`config.mk`:
```
export PLATFORM = sky130hd
export DESIGN_NAME = sensor_scratchpad_checker_unit_flat
export DESIGN_NICKNAME = d
export VERILOG_FILES = /design/src/rtl/scp_pkg.sv /design/src/rtl/scp_stream_ifs.sv /design/src/rtl/sensor_scratchpad_checker_unit.sv /design/src/rtl/scp_in_stage.sv /design/src/rtl/scp_check_core.sv /design/src/rtl/scp_out_stage.sv /design/src/flat_wrapper.sv
export VERILOG_INCLUDE_DIRS = /design/src /design/src/rtl
export SDC_FILE = /design/constraint.sdc
export NUM_CORES = 1
export LEC_CHECK = 0
export ABC_AREA = 1
export BUFFER_PORTS_ARGS = -buffer_cell sky130_fd_sc_hd__buf_2
export CORE_ASPECT_RATIO = 1.25
export CORE_MARGIN = 2
export CORE_UTILIZATION = 57
export DETAILED_ROUTE_END_ITERATION = 6
export GPL_ROUTABILITY_DRIVEN = 0
export PLACE_DENSITY_LB_ADDON = 0.2
export SLEW_MARGIN = 10
export SYNTH_ARGS = -nofsm -noshare
export SYNTH_HDL_FRONTEND = slang
export SYNTH_SLANG_ARGS = --single-unit
export TNS_END_PERCENT = 30
```
`constraint.sdc`:
```
create_clock -name clk -period 3.6 [get_ports clk]
set_input_delay 0.36 -clock clk [delete_from_list [all_inputs] [get_ports clk]]
set_output_delay 0.36 -clock clk [all_outputs]
set_load 0.01 [all_outputs]
```
`src/rtl/sensor_scratchpad_checker_unit_assert.svh`:
```
// Assertion macros for the scratchpad checker.
`ifndef SENSOR_SCRATCHPAD_CHECKER_UNIT_ASSERT_SVH
`define SENSOR_SCRATCHPAD_CHECKER_UNIT_ASSERT_SVH

`ifndef NO_ASSERTIONS
// Same-cycle implication, sampled on clk, quiet during reset.
`define SCP_ASSERT_NOW(lbl, ante, cons) \
  lbl: assert property (@(posedge clk) disable iff (!rst_n) (ante) |-> (cons)) \
    else $error("scp assertion failed");
// Next-cycle implication, sampled on clk, quiet during reset.
`define SCP_ASSERT_NEXT(lbl, ante, cons) \
  lbl: assert property (@(posedge clk) disable iff (!rst_n) (ante) |=> (cons)) \
    else $error("scp assertion failed");
`else
`define SCP_ASSERT_NOW(lbl, ante, cons)
`define SCP_ASSERT_NEXT(lbl, ante, cons)
`endif

`endif

```
`src/rtl/scp_pkg.sv`:
```
// Shared types, constants, a CRC helper and a resolution mask helper for the scratchpad checker.
package scp_pkg;

  localparam logic [3:0]        ScratchLast     = 4'd8;
  localparam logic [3:0]        PosTempLsb      = 4'd0;
  localparam logic [3:0]        PosTempMsb      = 4'd1;
  localparam logic [3:0]        PosAlarmHigh    = 4'd2;
  localparam logic [3:0]        PosConfig       = 4'd4;
  localparam int unsigned       ResShift        = 5;
  localparam logic [7:0]        CrcPolyReflect  = 8'h8C;
  localparam logic signed [15:0] DisconnectedRst = 16'shE480;

  // Result status codes
  typedef enum logic [1:0] {
    ST_OK       = 2'd0,
    ST_CRC_ERR  = 2'd1,
    ST_SENS_RST = 2'd2,
    ST_FAULT    = 2'd3
  } status_t;

  // One input beat as held in the input register
  typedef struct packed {
    logic [7:0] scratch_byte;
    logic       frame_start;
    logic       bus_fault;
  } in_beat_t;

  // One result beat
  typedef struct packed {
    logic signed [15:0] temperature;
    status_t            status;
  } result_t;

  // Handshake between the check core and its neighbor stages
  typedef struct packed {
    logic take;     // core consumes the held input beat
    logic res_load; // core hands a result to the output register
  } core_ctl_t;

  // Low bits of the temperature LSB to clear for each resolution
  function automatic logic [7:0] low_clear_mask(input logic [1:0] res);
    logic [7:0] m;
    begin
      unique case (res)
        2'd0: m = 8'h07;
        2'd1: m = 8'h03;
        2'd2: m = 8'h01;
        2'd3: m = 8'h00;
      endcase
      return m;
    end
  endfunction

  // Reflected 1-Wire CRC-8 over one byte, LSB first
  function automatic logic [7:0] crc8_update(input logic [7:0] acc,
                                             input logic [7:0] data);
    logic [7:0] a;
    logic [7:0] d;
    logic       mix;
    begin
      a = acc;
      d = data;
      for (int i = 0; i < 8; i++) begin
        mix = a[0] ^ d[0];
        a   = {1'b0, a[7:1]};
        if (mix) begin
          a = a ^ CrcPolyReflect;
        end
        d   = {1'b0, d[7:1]};
      end
      return a;
    end
  endfunction

endpackage

```
`src/rtl/scp_stream_ifs.sv`:
```
// Valid/ready channel interfaces for scratchpad bytes and results.
interface scp_in_if;
  logic       valid;
  logic       ready;
  logic [7:0] scratch_byte;
  logic       frame_start;
  logic       bus_fault;

  modport source (output valid, output scratch_byte, output frame_start,
                  output bus_fault, input ready);
  modport sink   (input valid, input scratch_byte, input frame_start,
                  input bus_fault, output ready);
endinterface

interface scp_out_if;
  logic               valid;
  logic               ready;
  logic signed [15:0] temperature;
  logic [1:0]         status;

  modport source (output valid, output temperature, output status, input ready);
  modport sink   (input valid, input temperature, input status, output ready);
endinterface

```
`src/rtl/sensor_scratchpad_checker_unit.sv`:
```
// Top level of the scratchpad checker: stages, config register, checks.
//
//   channel   dir  payload                                  handshake
//   in_beat   in   scratch_byte[7:0] frame_start bus_fault  valid/ready
//   out_beat  out  temperature[15:0] status[1:0]            valid/ready
//   cfg       in   cfg_wdata[15:0] disconnected_value       cfg_we
//
// One byte beat is accepted per cycle, except behind a stalled result beat;
// bytes 0 to 7 give no result. A result beat (byte 8 or a bus fault) passes
// the input register to the check core, which loads the output register.
// A stalled output holds only beats that produce a result; other bytes flow.
// Synchronous active-low reset clears the frame count, CRC and valid flags.
`include "sensor_scratchpad_checker_unit_assert.svh"

module sensor_scratchpad_checker_unit
  import scp_pkg::*;
(
  input  logic               clk,
  input  logic               rst_n,
  scp_in_if.sink             in_beat,
  scp_out_if.source          out_beat,
  input  logic               cfg_we,
  input  logic signed [15:0] cfg_wdata
);

  logic signed [15:0] disc_value_r;
  in_beat_t           in_pay;
  in_beat_t           held_beat;
  logic               held_vld;
  logic               out_free;
  core_ctl_t          ctl;
  result_t            res;

  // Hold the disconnected value register
  always_ff @(posedge clk) begin
    if (!rst_n) begin
      disc_value_r <= DisconnectedRst;
    end else if (cfg_we) begin
      disc_value_r <= cfg_wdata;
    end
  end

  assign in_pay.scratch_byte = in_beat.scratch_byte;
  assign in_pay.frame_start  = in_beat.frame_start;
  assign in_pay.bus_fault    = in_beat.bus_fault;

  scp_in_stage u_in (
    .clk       (clk),
    .rst_n     (rst_n),
    .in_valid  (in_beat.valid),
    .in_ready  (in_beat.ready),
    .in_beat   (in_pay),
    .take      (ctl.take),
    .held_vld  (held_vld),
    .held_beat (held_beat)
  );

  scp_check_core u_core (
    .clk        (clk),
    .rst_n      (rst_n),
    .beat_vld   (held_vld),
    .beat       (held_beat),
    .out_free   (out_free),
    .disc_value (disc_value_r),
    .ctl        (ctl),
    .res        (res)
  );

  scp_out_stage u_out (
    .clk             (clk),
    .rst_n           (rst_n),
    .load            (ctl.res_load),
    .res             (res),
    .out_free        (out_free),
    .out_valid       (out_beat.valid),
    .out_ready       (out_beat.ready),
    .out_temperature (out_beat.temperature),
    .out_status      (out_beat.status)
  );

  // Check: a result never overwrites a pending beat
  `SCP_ASSERT_NOW(a_load_when_free, ctl.res_load, out_free)
  // Check: core takes only a held beat
  `SCP_ASSERT_NOW(a_take_needs_beat, ctl.take, held_vld)
  // Check: a held beat that is not taken stays held
  `SCP_ASSERT_NEXT(a_held_stays, held_vld && !ctl.take, held_vld)
  // Check: a taken fault shows up as a fault result next cycle
  `SCP_ASSERT_NEXT(a_fault_result, ctl.take && held_beat.bus_fault,
                   out_beat.valid && (out_beat.status == 2'(ST_FAULT)))

endmodule

```
`src/rtl/scp_in_stage.sv`:
```
// Input register: holds one scratchpad beat until the core takes it.
module scp_in_stage
  import scp_pkg::*;
(
  input  logic     clk,
  input  logic     rst_n,
  input  logic     in_valid,
  output logic     in_ready,
  input  in_beat_t in_beat,
  input  logic     take,
  output logic     held_vld,
  output in_beat_t held_beat
);

  logic     vld_r, vld_nxt;
  in_beat_t beat_r;

  // Accept when empty or when the held beat leaves this cycle
  assign in_ready = !vld_r || take;

  always_comb begin
    vld_nxt = vld_r;
    if (in_valid && in_ready) begin
      vld_nxt = 1'b1;
    end else if (take) begin
      vld_nxt = 1'b0;
    end
  end

  always_ff @(posedge clk) begin
    if (!rst_n) begin
      vld_r <= 1'b0;
    end else begin
      vld_r <= vld_nxt;
    end
  end

  // Capture payload on accept
  always_ff @(posedge clk) begin
    if (in_valid && in_ready) begin
      beat_r <= in_beat;
    end
  end

  assign held_vld  = vld_r;
  assign held_beat = beat_r;

endmodule

```
`src/rtl/scp_check_core.sv`:
```
// Frame tracking, CRC-8 accumulation, byte capture and result decision.
module scp_check_core
  import scp_pkg::*;
(
  input  logic               clk,
  input  logic               rst_n,
  input  logic               beat_vld,
  input  in_beat_t           beat,
  input  logic               out_free,
  input  logic signed [15:0] disc_value,
  output core_ctl_t          ctl,
  output result_t            res
);

  logic [3:0] byte_count_r, byte_count_nxt;
  logic [7:0] crc_acc_r, crc_acc_nxt;
  logic [7:0] temp_low_r;
  logic [7:0] temp_high_r;
  logic [7:0] alarm_high_r;
  logic [1:0] res_bits_r;

  logic [3:0] pos;
  logic [7:0] crc_base;
  logic       is_last;
  logic       need_res;
  logic       take;
  logic [7:0] lsb_kept;

  // Restart on frame start or on a count past the last byte
  always_comb begin
    if (beat.frame_start || (byte_count_r > ScratchLast)) begin
      pos      = 4'd0;
      crc_base = 8'h00;
    end else begin
      pos      = byte_count_r;
      crc_base = crc_acc_r;
    end
  end

  assign is_last  = (pos == ScratchLast);
  assign need_res = beat.bus_fault || is_last;
  // Stall only beats that produce a result while the output is full
  assign take     = beat_vld && (!need_res || out_free);

  assign ctl.take     = take;
  assign ctl.res_load = take && need_res;

  // Advance count and CRC
  always_comb begin
    byte_count_nxt = byte_count_r;
    crc_acc_nxt    = crc_acc_r;
    if (take) begin
      if (beat.bus_fault || is_last) begin
        byte_count_nxt = 4'd0;
        crc_acc_nxt    = 8'h00;
      end else begin
        byte_count_nxt = 4'(pos + 4'd1);
        crc_acc_nxt    = crc8_update(crc_base, beat.scratch_byte);
      end
    end
  end

  always_ff @(posedge clk) begin
    if (!rst_n) begin
      byte_count_r <= 4'd0;
      crc_acc_r    <= 8'h00;
    end else begin
      byte_count_r <= byte_count_nxt;
      crc_acc_r    <= crc_acc_nxt;
    end
  end

  // Capture temperature, alarm-high and resolution bytes
  always_ff @(posedge clk) begin
    if (take && !beat.bus_fault) begin
      if (pos == PosTempLsb)   temp_low_r   <= beat.scratch_byte;
      if (pos == PosTempMsb)   temp_high_r  <= beat.scratch_byte;
      if (pos == PosAlarmHigh) alarm_high_r <= beat.scratch_byte;
      if (pos == PosConfig)    res_bits_r   <= beat.scratch_byte[ResShift +: 2];
    end
  end

  assign lsb_kept = temp_low_r & ~low_clear_mask(res_bits_r);

  // Pick the result: fault, then CRC, then reset marker
  always_comb begin
    priority if (beat.bus_fault) begin
      res.temperature = disc_value;
      res.status      = ST_FAULT;
    end else if (crc_base != beat.scratch_byte) begin
      res.temperature = disc_value;
      res.status      = ST_CRC_ERR;
    end else if (alarm_high_r == 8'h00) begin
      res.temperature = disc_value;
      res.status      = ST_SENS_RST;
    end else begin
      res.temperature = {temp_high_r, lsb_kept};
      res.status      = ST_OK;
    end
  end

endmodule

```
`src/rtl/scp_out_stage.sv`:
```
// Output register: holds one result beat until the sink takes it.
module scp_out_stage
  import scp_pkg::*;
(
  input  logic               clk,
  input  logic               rst_n,
  input  logic               load,
  input  result_t            res,
  output logic               out_free,
  output logic               out_valid,
  input  logic               out_ready,
  output logic signed [15:0] out_temperature,
  output logic [1:0]         out_status
);

  logic    vld_r, vld_nxt;
  result_t res_r;

  assign out_free = !vld_r || out_ready;

  // Set on load, drop once the sink takes the beat
  always_comb begin
    vld_nxt = vld_r;
    if (load) begin
      vld_nxt = 1'b1;
    end else if (out_ready) begin
      vld_nxt = 1'b0;
    end
  end

  always_ff @(posedge clk) begin
    if (!rst_n) begin
      vld_r <= 1'b0;
    end else begin
      vld_r <= vld_nxt;
    end
  end

  always_ff @(posedge clk) begin
    if (load) begin
      res_r <= res;
    end
  end

  assign out_valid       = vld_r;
  assign out_temperature = res_r.temperature;
  assign out_status      = 2'(res_r.status);

endmodule
```
`src/flat_wrapper.sv`:
```
// flat-port wrapper written by rule: the top's interface ports become plain ports
module sensor_scratchpad_checker_unit_flat import scp_pkg::*;
  (clk, rst_n, cfg_we, cfg_wdata, in_beat_valid, in_beat_scratch_byte, in_beat_frame_start, in_beat_bus_fault, in_beat_ready, out_beat_valid, out_beat_temperature, out_beat_status, out_beat_ready);
  scp_in_if in_beat_i ();
  scp_out_if out_beat_i ();
  input  logic clk;
  input  logic rst_n;
  input  logic cfg_we;
  input  logic signed [15:0] cfg_wdata;
  input wire logic [$bits(in_beat_i.valid)-1:0] in_beat_valid;
  input wire logic [$bits(in_beat_i.scratch_byte)-1:0] in_beat_scratch_byte;
  input wire logic [$bits(in_beat_i.frame_start)-1:0] in_beat_frame_start;
  input wire logic [$bits(in_beat_i.bus_fault)-1:0] in_beat_bus_fault;
  output wire logic [$bits(in_beat_i.ready)-1:0] in_beat_ready;
  output wire logic [$bits(out_beat_i.valid)-1:0] out_beat_valid;
  output wire logic [$bits(out_beat_i.temperature)-1:0] out_beat_temperature;
  output wire logic [$bits(out_beat_i.status)-1:0] out_beat_status;
  input wire logic [$bits(out_beat_i.ready)-1:0] out_beat_ready;
  assign in_beat_i.valid = in_beat_valid;
  assign in_beat_i.scratch_byte = in_beat_scratch_byte;
  assign in_beat_i.frame_start = in_beat_frame_start;
  assign in_beat_i.bus_fault = in_beat_bus_fault;
  assign in_beat_ready = in_beat_i.ready;
  assign out_beat_valid = out_beat_i.valid;
  assign out_beat_temperature = out_beat_i.temperature;
  assign out_beat_status = out_beat_i.status;
  assign out_beat_i.ready = out_beat_ready;
  sensor_scratchpad_checker_unit u_core (.clk(clk), .rst_n(rst_n), .in_beat(in_beat_i), .out_beat(out_beat_i), .cfg_we(cfg_we), .cfg_wdata(cfg_wdata));
endmodule
```
==> results.py, run 1 <==
metrics = {
    "placement": {
        "io_buffers": 50,
        "dp_slack_ns": 0.775,
        "dp_hpwl_mm": 5.18,
        "post_dp_cell_area_um2": 4100,
        "dp_cells": 506,
    },
    "detailed_routing": {
        "initial_drt_markers": 131,
        "vias_per_cell": 5.13,
        "vias": 2678,
        "routed_wire_per_std_cell_um": 14.0,
        "final_antenna_net_count": 0,
        "postRouteWirelength_mm": 7.29,
        "drt_first_pass_iters": 4,
        "detail_route.drc_violations": 0,
    },
    "setup_path": {
        "r2r_slack_ns": 0.79,
        "critical_path.slowest_cell": "nand3_2",
        "rr_startpoint": "u_core.u_in.held_beat[1]",
        "timing.critical_path.required_ns": 3.81,
        "crit_path_cell_trace": "inv_1, nand3_1, nand2_1, nand2_2, inv_2, nand2_4, nor4_4, nand3_2, buf_4, o21ai_2",
        "critPathKind": "flop to flop",
        "arrival_ns": 3.03,
        "timing.rr.end": "u_core.u_out.out_temperature[9]",
        "critical-path-max-stage-delay_ns": 0.64,
        "critical_path_capture_point_type": "flop",
        "worst_setup_start_kind": "flop",
        "critical_path.max_fanout": 28,
        "worst_r2r_path_depth": 10,
    },
    "clock_tree": {
        "cts_resized": 0,
        "cts_inserted_buffers": 9,
        "htreeDepth": 3,
        "cts_hold_buffers": 0,
        "clockBufferDepth": 2,
        "clkLatencyLatePin_ns": 0.35,
        "clock_tree.root_cell": "clkbuf_8",
        "clk_pin_slew_worst_paths_ns": 0.08,
        "clock_sinks": 84,
        "cts_tree": "yes",
        "post_cts_setup_repair_bufs": 0,
    },
    "yosys": {
        "synthDominantAreaCellType": "edfxtp_1",
        "syn_nets": 410,
        "postSynth.asyncResetShare_pct": 0,
        "synth_simple_gate_area_share_pct": 23.5,
        "synth.lib_cells_used.distinct": 36,
        "synth.area.top_cells": "edfxtp_1, dfxtp_1, nand2_1",
        "synth_compound_area_share_pct": 8.03,
        "muxShareOfSynthArea_pct": 0,
        "yosysMostFrequentCell": "nand2_1",
        "combinational_family_with_the_most_area_after_synthesis": "simple AND/OR/NAND/NOR gates",
        "synth_commonest_cells": "nand2_1, edfxtp_1, inv_1",
        "synth_xor_area_share_pct": 2.05,
        "yosys.area.top_type_share_pct": 42.8,
        "yosysSeqAreaShare_pct": 58.7,
        "syn_area_per_cell_um2": 10.1,
        "synth-warning-count": 0,
        "synth-adder-area-share_pct": 1.32,
        "ys_seq_elements": 84,
        "synth_area_um2": 3790,
        "synth-edff-count": 54,
        "synthFlopType": "edfxtp_1",
        "synthesis.instances": 375,
    },
    "cells_and_area": {
        "n_fill_cell": 535,
        "drive_gt1_share_pct": 30.1,
        "multi_input_comb_area_um2": 1320,
        "finalNonFillerCells": 522,
        "finalNetCount": 465,
        "area_growth_pct": 13.3,
        "finish.utilization_pct": 66.2,
        "final-seq-area_um2": 2220,
        "antenna_cells": 0,
        "design_area_um2": 4290,
    },
    "min_path": {
        "hold-path-cell-count": 1,
        "worst_hold_path_type": "input pin to flop",
        "min-delay-start": "in_beat_scratch_byte[2]",
        "worstHoldEndpoint": "u_core.u_in.held_beat[4]",
    },
    "global_route": {
        "grtUsageTotal_pct": 22.3,
        "met1_usage_pct": 26.1,
        "grt_max_degree": 29,
        "grt_first_pass_wirelength_mm": 12.4,
        "antenna_found_initial": 0,
        "gr-total-overflow": 0,
        "groute.layer.met3.usage_pct": 4.17,
        "vias_in_the_first_global_route": 2621,
        "grt_util_met2_pct": 39.5,
        "top_usage_layer": "met2",
    },
    "power": {
        "irDropWorstVdd_mv": 0.320,
        "power-per-cell-area_nw_per_um2": 442,
        "leakage_uw": 0.00184,
    },
    "timing": {
        "achievable-frequency_mhz": 355,
        "final.period_utilization_pct": 78.2,
        "fin_worst_skew_ns": 0.00789,
        "slew_headroom_pct": 44.0,
        "setup_violations": 0,
        "worst_slew_pin_slew_ns": 0.837,
        "rsz0062_at_grt": "false",
        "fin_ws_ns": 0.785,
        "timing_max_transition_violations_final": 0,
        "timing_hold_violations_final": 0,
        "post-route-min-period_ns": 2.81,
        "setup_tns_ns": 0,
    },
    "die": {
        "die_h_um": 95.2,
        "floorplan.initialDensity_pct": 58.4,
        "top_level_ports": 51,
        "core_area_um2": 6480,
        "fp-row-count": 33,
        "die_w_um": 76.9,
        "fp.dieArea_um2": 7320,
    },
    "outcome": {
        "run_status": "completed",
    },
    "run": {
        "max_cap_violations": 0,
    },
}
-- cell families after synthesis --
logic type,Yosys count
xor gates and xnor gates,5
adders and majority gates,4
and+or+nand+nor,182
buffers and inverters,54
AOI/OAI and AO/OA,46
DFF,84
-- cell usage in the layout (no fill, tap or decap), drive strengths merged, types with 3 or more instances in the layout --
cell type | netlist | final
xor2 | 3 | 3
nand3 | 27 | 27
nand2 | 111 | 111
nand4 | 6 | 6
dfxtp | 30 | 30
o21ai | 30 | 30
a21oi | 15 | 15
nor4 | 3 | 3
ha | 4 | 4
buf | 7 | 55
edfxtp | 54 | 54
inv | 43 | 43
nor3 | 3 | 3
clkbuf | 4 | 13
nor2 | 30 | 30
-- worst max-delay path, delay by kind of cell (launching register included) --
family | cells | cell delay, ns
AOI/OAI and AO/OA | 1 | 0.12
buffers and inverters | 3 | 0.87
DFF | 1 | 0.44
and+or+nand+nor | 6 | 1.26
-- state kept, by name, indices dropped and copies added (netlist names) --
name	count
u_core.u_out.out_temperature	16
u_core.u_core.res_bits_r	2
u_core.u_in.held_vld	1
u_core.u_out.out_valid	1
u_core.u_in.held_beat	10
u_core.u_core.temp_high_r	8
u_core.disc_value_r	16
u_core.u_out.out_status	2
u_core.u_core.alarm_high_r	8
u_core.u_core.byte_count_r	4
u_core.u_core.crc_acc_r	8
u_core.u_core.temp_low_r	8
-- metrics by stage --
step	total power, uW	hold slack (ns)
2_1_floorplan	1230	0.429
3_3_place_gp	1290	0.460
3_5_place_dp	1290	0.466
4_1_cts	1920	0.165
5_1_grt	1990	0.159
6_report	1900	0.177
-- power breakdown --
part | leakage, uW | internal [uW] | total, uW | switching [uW]
sequential | 0.000742 | 1060 | 1090 | 27.3
clock | 0.0000917 | 306 | 628 | 322
combinational | 0.00100 | 67.4 | 182 | 114
total | 0.00184 | 1440 | 1900 | 464
-- how the worst max path moves through the flow --
| stage | from | endpoint | slack (ns) | cells after the start |
|---|---|---|---|---|
| 2_1_floorplan | u_core.u_core.byte_count_r[0] | u_core.u_core.alarm_high_r[0] | 0.93 | 10 |
| 3_3_place_gp | u_core.u_in.held_beat[1] | u_core.u_out.out_temperature[8] | 0.86 | 10 |
| 3_5_place_dp | u_core.u_in.held_beat[1] | u_core.u_out.out_temperature[9] | 0.77 | 10 |
| 4_1_cts | u_core.u_in.held_beat[1] | u_core.u_out.out_temperature[9] | 0.75 | 10 |
| 5_1_grt | u_core.u_in.held_beat[1] | u_core.u_out.out_temperature[9] | 0.55 | 10 |
| 6_report | u_core.u_in.held_beat[1] | u_core.u_out.out_temperature[9] | 0.79 | 10 |
-- final cells by class --
type	instances	share of cell area [%]
sequential	84	51.8
multi-input combinational	237	30.8
timing repair buffer	55	6.70
clock buffer	13	3.93
inverter	43	3.76
tap	87	2.54
clock inverter	3	0.466
-- per-layer routing --
metal / vias to the layer above / share of wire [%]
met5: - / 0
met4: 0 / 2.0
met3: 17 / 5.2
met2: 83 / 51
met1: 1237 / 41
li1: 1341 / -
(Power assumes the default switching activity.)
==> run 2, diff against run 1 <==
ABC_AREA = 0   (was 1)
clock period = 2.7 ns   (was 3.6 ns; I/O delays follow)
==> results.py, run 2 <==
metrics = {
    "outcome": {
        "run_status": "completed",
    },
    "die": {
        "top_level_ports": 51,
        "core_area_um2": 6480,
        "floorplan.initialDensity_pct": 58.4,
        "fp.dieArea_um2": 7320,
        "die_h_um": 95.1,
        "fp-row-count": 33,
        "die_w_um": 76.9,
    },
    "yosys": {
        "synth-adder-area-share_pct": 1.32,
        "yosysSeqAreaShare_pct": 58.7,
        "synth_compound_area_share_pct": 6.08,
        "synth_commonest_cells": "edfxtp_1, dfxtp_1, nor2b_1",
        "synthDominantAreaCellType": "edfxtp_1",
        "postSynth.asyncResetShare_pct": 0,
        "ys_seq_elements": 84,
        "synth.lib_cells_used.distinct": 49,
        "synth.area.top_cells": "edfxtp_1, dfxtp_1, mux2i_1",
        "synth-warning-count": 0,
        "muxShareOfSynthArea_pct": 9.71,
        "synth_area_um2": 3790,
        "synthFlopType": "edfxtp_1",
        "syn_nets": 323,
        "synth_simple_gate_area_share_pct": 12.0,
        "synth_xor_area_share_pct": 9.71,
        "yosys.area.top_type_share_pct": 42.8,
        "syn_area_per_cell_um2": 13.2,
        "combinational_family_with_the_most_area_after_synthesis": "simple AND/OR/NAND/NOR gates",
        "yosysMostFrequentCell": "edfxtp_1",
        "synthesis.instances": 288,
        "synth-edff-count": 54,
    },
    "detailed_routing": {
        "met1Wirelength_mm": 2.95,
        "postRouteWirelength_mm": 7.11,
        "vias": 2347,
        "vias_per_cell": 5.38,
        "initial_drt_markers": 68,
        "detail_route.drc_violations": 0,
        "routed_wire_per_std_cell_um": 16.3,
        "met2WireLength_mm": 3.79,
        "final_antenna_net_count": 0,
        "route.top_layer_used": "met4",
        "drt_first_pass_iters": 4,
        "dr_wl_met3_um": 235,
    },
    "timing": {
        "final.period_utilization_pct": 90.7,
        "achievable-frequency_mhz": 408,
        "fin_worst_skew_ns": 0.0106,
        "worst_slew_pin_slew_ns": 0.544,
        "timing_hold_violations_final": 0,
        "timing_max_transition_violations_final": 0,
        "fin_ws_ns": 0.251,
        "rsz0062_at_grt": "true",
        "slew_headroom_pct": 63.2,
        "post-route-min-period_ns": 2.45,
        "setup_violations": 0,
    },
    "setup_path": {
        "arrival_ns": 2.49,
        "worst_setup_start_kind": "flop",
        "timing.critical_path.required_ns": 2.74,
        "critical_path_capture_point_type": "flop",
        "critical_path.max_fanout": 8,
        "critPathKind": "flop to flop",
    },
    "min_path": {
        "worst_hold_path_type": "input pin to flop",
    },
    "cells_and_area": {
        "area_growth_pct": 15.3,
        "design_area_um2": 4370,
        "finalNetCount": 379,
        "antenna_cells": 0,
        "finish.utilization_pct": 67.4,
        "final_cell_mix": "edfxtp_1, buf_2, dfxtp_1, nor2b_1, xnor2_1",
        "drive_gt1_share_pct": 27.5,
        "finalNonFillerCells": 436,
        "layout.cells.most_common": "edfxtp_1",
        "n_fill_cell": 497,
    },
    "clock_tree": {
        "clock_sinks": 84,
        "cts_tree": "yes",
        "clkLatencyLatePin_ns": 0.35,
        "clockBufferDepth": 2,
        "clock_tree.root_cell": "clkbuf_8",
        "cts_hold_buffers": 0,
        "htreeDepth": 3,
        "clk_pin_slew_worst_paths_ns": 0.08,
        "cts_inserted_buffers": 9,
    },
    "global_route": {
        "vias_in_the_first_global_route": 2388,
        "gr-total-overflow": 0,
        "antenna_found_initial": 0,
        "grt_max_degree": 32,
        "grtUsageTotal_pct": 20.9,
        "grt_first_pass_wirelength_mm": 11.5,
    },
    "power": {
        "irDropWorstVdd_mv": 0.443,
        "power-per-cell-area_nw_per_um2": 602,
        "leakage_uw": 0.00165,
    },
    "placement": {
        "dp_slack_ns": 0.166,
        "io_buffers": 50,
        "dp_cells": 420,
        "post_dp_cell_area_um2": 4170,
        "dp_hpwl_mm": 5.13,
    },
    "run": {
        "max_cap_violations": 0,
    },
}
[run 2: cell type report]
cell class | instances | area (um2) | area share, %
clock inverter | 4 | 51.3 | 1.17
inverter | 6 | 22.5 | 0.516
multi-input combinational | 181 | 1480 | 33.8
sequential | 84 | 2220 | 50.9
timing repair buffer | 62 | 340 | 7.79
tap | 87 | 109 | 2.49
clock buffer | 12 | 145 | 3.32
[run 2: repair_timing]
| action | in CTS | in global routing |
|---|---|---|
| resized for setup | 0 | 3 |
| setup endpoints to repair | 0 | 24 |
| setup buffers | 0 | 0 |
[run 2: final timing paths]
kind         cells past startpoint  slack [ns]                     endpoint                     start
max                              8        0.25  u_core.u_core.temp_low_r[3]  u_core.u_in.held_beat[1]
min reg2reg                      2        0.48      u_core.disc_value_r[15]   u_core.disc_value_r[15]
min                              1        0.09     u_core.u_in.held_beat[9]   in_beat_scratch_byte[7]
max reg2reg                      8        0.25  u_core.u_core.temp_low_r[3]  u_core.u_in.held_beat[1]
[run 2: where the power goes]
part | switching [uW] | internal, uW
clock network | 430 | 454
logic | 133 | 150
registers | 47.5 | 1410
[run 2: cell families after synthesis]
| group | Yosys count |
|---|---|
| AO/OA/AOI/OAI | 32 |
| XOR/XNOR | 34 |
| AND/OR/NAND/NOR | 79 |
| adder cells (fa/ha/maj) | 4 |
| flip-flops | 84 |
| buffers and inverters | 23 |
| multiplexers | 32 |
[run 2: critical path: stages, from the launching register on]
cell and delay [ns]:
edfxtp_1 0.39, nor2_1 0.21, nand2_1 0.16, ha_1 0.26, nor2b_1 0.15, a21oi_1 0.25, o21ai_1 0.14, nor3_1 0.28
and2_2 0.32
[run 2: through the flow]
stage / hold WS, ns / power [uW] / TNS, ns
after detailed placement: 0.448 / 1770 / 0
after floorplan: 0.369 / 1690 / -0.557
after global routing: 0.0606 / 2730 / -0.0155
final: 0.0916 / 2630 / 0
after CTS: 0.0775 / 2650 / 0
after global placement: 0.447 / 1760 / 0
[run 2: per-layer routing]
metal / global-route usage, % / vias up
met1: 23.0 / 1142
li1: - / 1146
met4: 10.0 / 0
met3: 5.21 / 11
met5: 0 / -
met2: 37.9 / 48
==> run 3, diff against run 2 <==
BUFFER_PORTS_ARGS = -buffer_cell sky130_fd_sc_hd__clkbuf_2   (was -buffer_cell sky130_fd_sc_hd__buf_2)
CORE_UTILIZATION = 59   (was 57)
CTS_BUF_LIST = sky130_fd_sc_hd__clkbuf_4   (was not set)
==> results.py, run 3 (same netlist as run 2, synthesis figures left out) <==
metrics = {
    "outcome": {
        "run_status": "completed",
    },
    "timing": {
        "timing_hold_violations_final": 0,
        "rsz0062_at_grt": "false",
        "timing_max_transition_violations_final": 0,
        "fin_worst_skew_ns": 0.0189,
        "setup_violations": 0,
        "fin_ws_ns": 0.197,
        "worst_slew_pin_slew_ns": 0.584,
        "final.period_utilization_pct": 92.7,
        "final.hold.worst_slack_ns": 0.0384,
        "post-route-min-period_ns": 2.50,
        "slew_headroom_pct": 61.1,
        "achievable-frequency_mhz": 399,
    },
    "die": {
        "floorplan.initialDensity_pct": 61.0,
        "top_level_ports": 51,
        "fp.dieArea_um2": 7080,
        "fp-row-count": 32,
        "core_area_um2": 6210,
        "die_w_um": 75.7,
        "die_h_um": 93.6,
    },
    "global_route": {
        "grt_max_degree": 32,
        "gr-total-overflow": 0,
        "antenna_found_initial": 0,
        "vias_in_the_first_global_route": 2323,
        "grtUsageTotal_pct": 21.3,
        "grt_first_pass_wirelength_mm": 11.0,
    },
    "power": {
        "leakage_uw": 0.00166,
        "irDropWorstVdd_mv": 0.309,
        "power-per-cell-area_nw_per_um2": 547,
    },
    "clock_tree": {
        "post_cts_setup_repair_bufs": 0,
        "clockBufferDepth": 2,
        "cts_tree": "yes",
        "clock_tree.root_cell": "clkbuf_4",
        "clkLatencyLatePin_ns": 0.42,
        "clock_sinks": 84,
        "htreeDepth": 3,
        "cts_inserted_buffers": 9,
        "clk_pin_slew_worst_paths_ns": 0.13,
    },
    "cells_and_area": {
        "area_growth_pct": 15.6,
        "drive_gt1_share_pct": 27.2,
        "finalNetCount": 386,
        "antenna_cells": 0,
        "n_fill_cell": 468,
        "layout.cells.most_common": "edfxtp_1",
        "final_cell_mix": "edfxtp_1, clkbuf_2, dfxtp_1, nor2b_1, xnor2_1",
    },
    "detailed_routing": {
        "postRouteWirelength_mm": 7.04,
        "vias": 2421,
        "initial_drt_markers": 84,
        "detail_route.drc_violations": 0,
        "drt_first_pass_iters": 4,
        "vias_per_cell": 5.49,
        "final_antenna_net_count": 0,
        "routed_wire_per_std_cell_um": 16.0,
    },
    "placement": {
        "dp_hpwl_mm": 4.85,
        "dp_slack_ns": 0.171,
        "io_buffers": 50,
    },
    "setup_path": {
        "critical_path.slowest_cell": "edfxtp_1",
        "critPathKind": "flop to output port",
        "critical_path.max_fanout": 4,
        "critical-path-max-stage-delay_ns": 0.44,
        "crit_path_cell_trace": "nor2_2, nand2_1, ha_1, nor2b_1, a21oi_1, nand2b_1, nor2_1, inv_1, clkbuf_2",
        "critical_path_capture_point_type": "output port",
        "arrival_ns": 2.23,
        "worst_setup_start_kind": "flop",
        "timing.critical_path.required_ns": 2.43,
    },
    "min_path": {
        "worst_hold_path_type": "input pin to flop",
    },
    "run": {
        "max_cap_violations": 0,
    },
}
==> run 3: cell types whose count changed in the layout (fill, tap and decap cells not counted), moves of 2 or more <==
| cell | previous run | this run |
|---|---|---|
| buf_2 | 50 | 0 |
| buf_4 | 12 | 10 |
| clkinv_4 | 1 | 3 |
| clkbuf_8 | 10 | 0 |
| dlygate4sd3_1 | 0 | 8 |
| clkbuf_2 | 0 | 50 |
| clkbuf_1 | 2 | 0 |
| clkbuf_4 | 0 | 10 |
==> run 3: report_power, final <==
group / total [uW] / switching, uW / internal, uW
Clock: 640 / 433 / 207
Combinational: 296 / 138 / 158
Sequential: 1460 / 47.1 / 1410
Total: 2400 / 618 / 1780
==> run 3: worst paths after layout <==
path	start	endpoint	slack, ns	cells after the start
hold / removal	in_beat_scratch_byte[7]	u_core.u_in.held_beat[9]	0.04	1
setup / recovery	u_core.u_in.held_beat[1]	in_beat_ready	0.20	9
setup reg to reg	u_core.u_in.held_beat[1]	u_core.u_core.alarm_high_r[1]	0.26	8
hold reg to reg	u_core.disc_value_r[14]	u_core.disc_value_r[14]	0.50	2
==> run 3: critical path, delay by kind of cell (launching register included) <==
kind / cells / cell delay [ns]
AOI/OAI and AO/OA: 1 / 0.26
adders and majority gates: 1 / 0.25
buffers and inverters: 2 / 0.17
DFF: 1 / 0.44
and+or+nand+nor: 5 / 0.70
==> run 3: area by class of cell <==
type,count,area [um2],share of cell area (%)
Clock buffer,10,75.1,1.71
Clock inverter,6,50.0,1.14
Inverter,6,22.5,0.514
Multi-Input combinational cell,181,1480,33.7
Sequential cell,84,2220,50.7
Tap cell,85,106,2.43
Timing Repair Buffer,69,425,9.71
==> run 3: metrics by stage <==
step                instance area [um2]  cells  util [%]  TNS [ns]  total power, uW
CTS                                4370    441      70.5         0             2420
global route                       4380    441      70.6         0             2490
floorplan                          3790    288         -    -0.557             1690
finish                             4380    441      70.6         0             2400
detailed placement                 4170    417      67.2         0             1770
global placement                   4170    417      67.2         0             1760
==> run 3: routing by layer <==
layer,track usage [%],part of all wire [%],wire [um]
met1,24.5,42,2930
met2,36.7,52,3650
met3,3.34,3.9,273
met4,11.5,2.5,176
met5,0,0,0
==> run 3: timing repair <==
action                                 CTS  global route
setup endpoints to repair                0            25
endpoints found under the hold margin    8             0
gates resized for setup                  0             3
hold buffers                             8             0
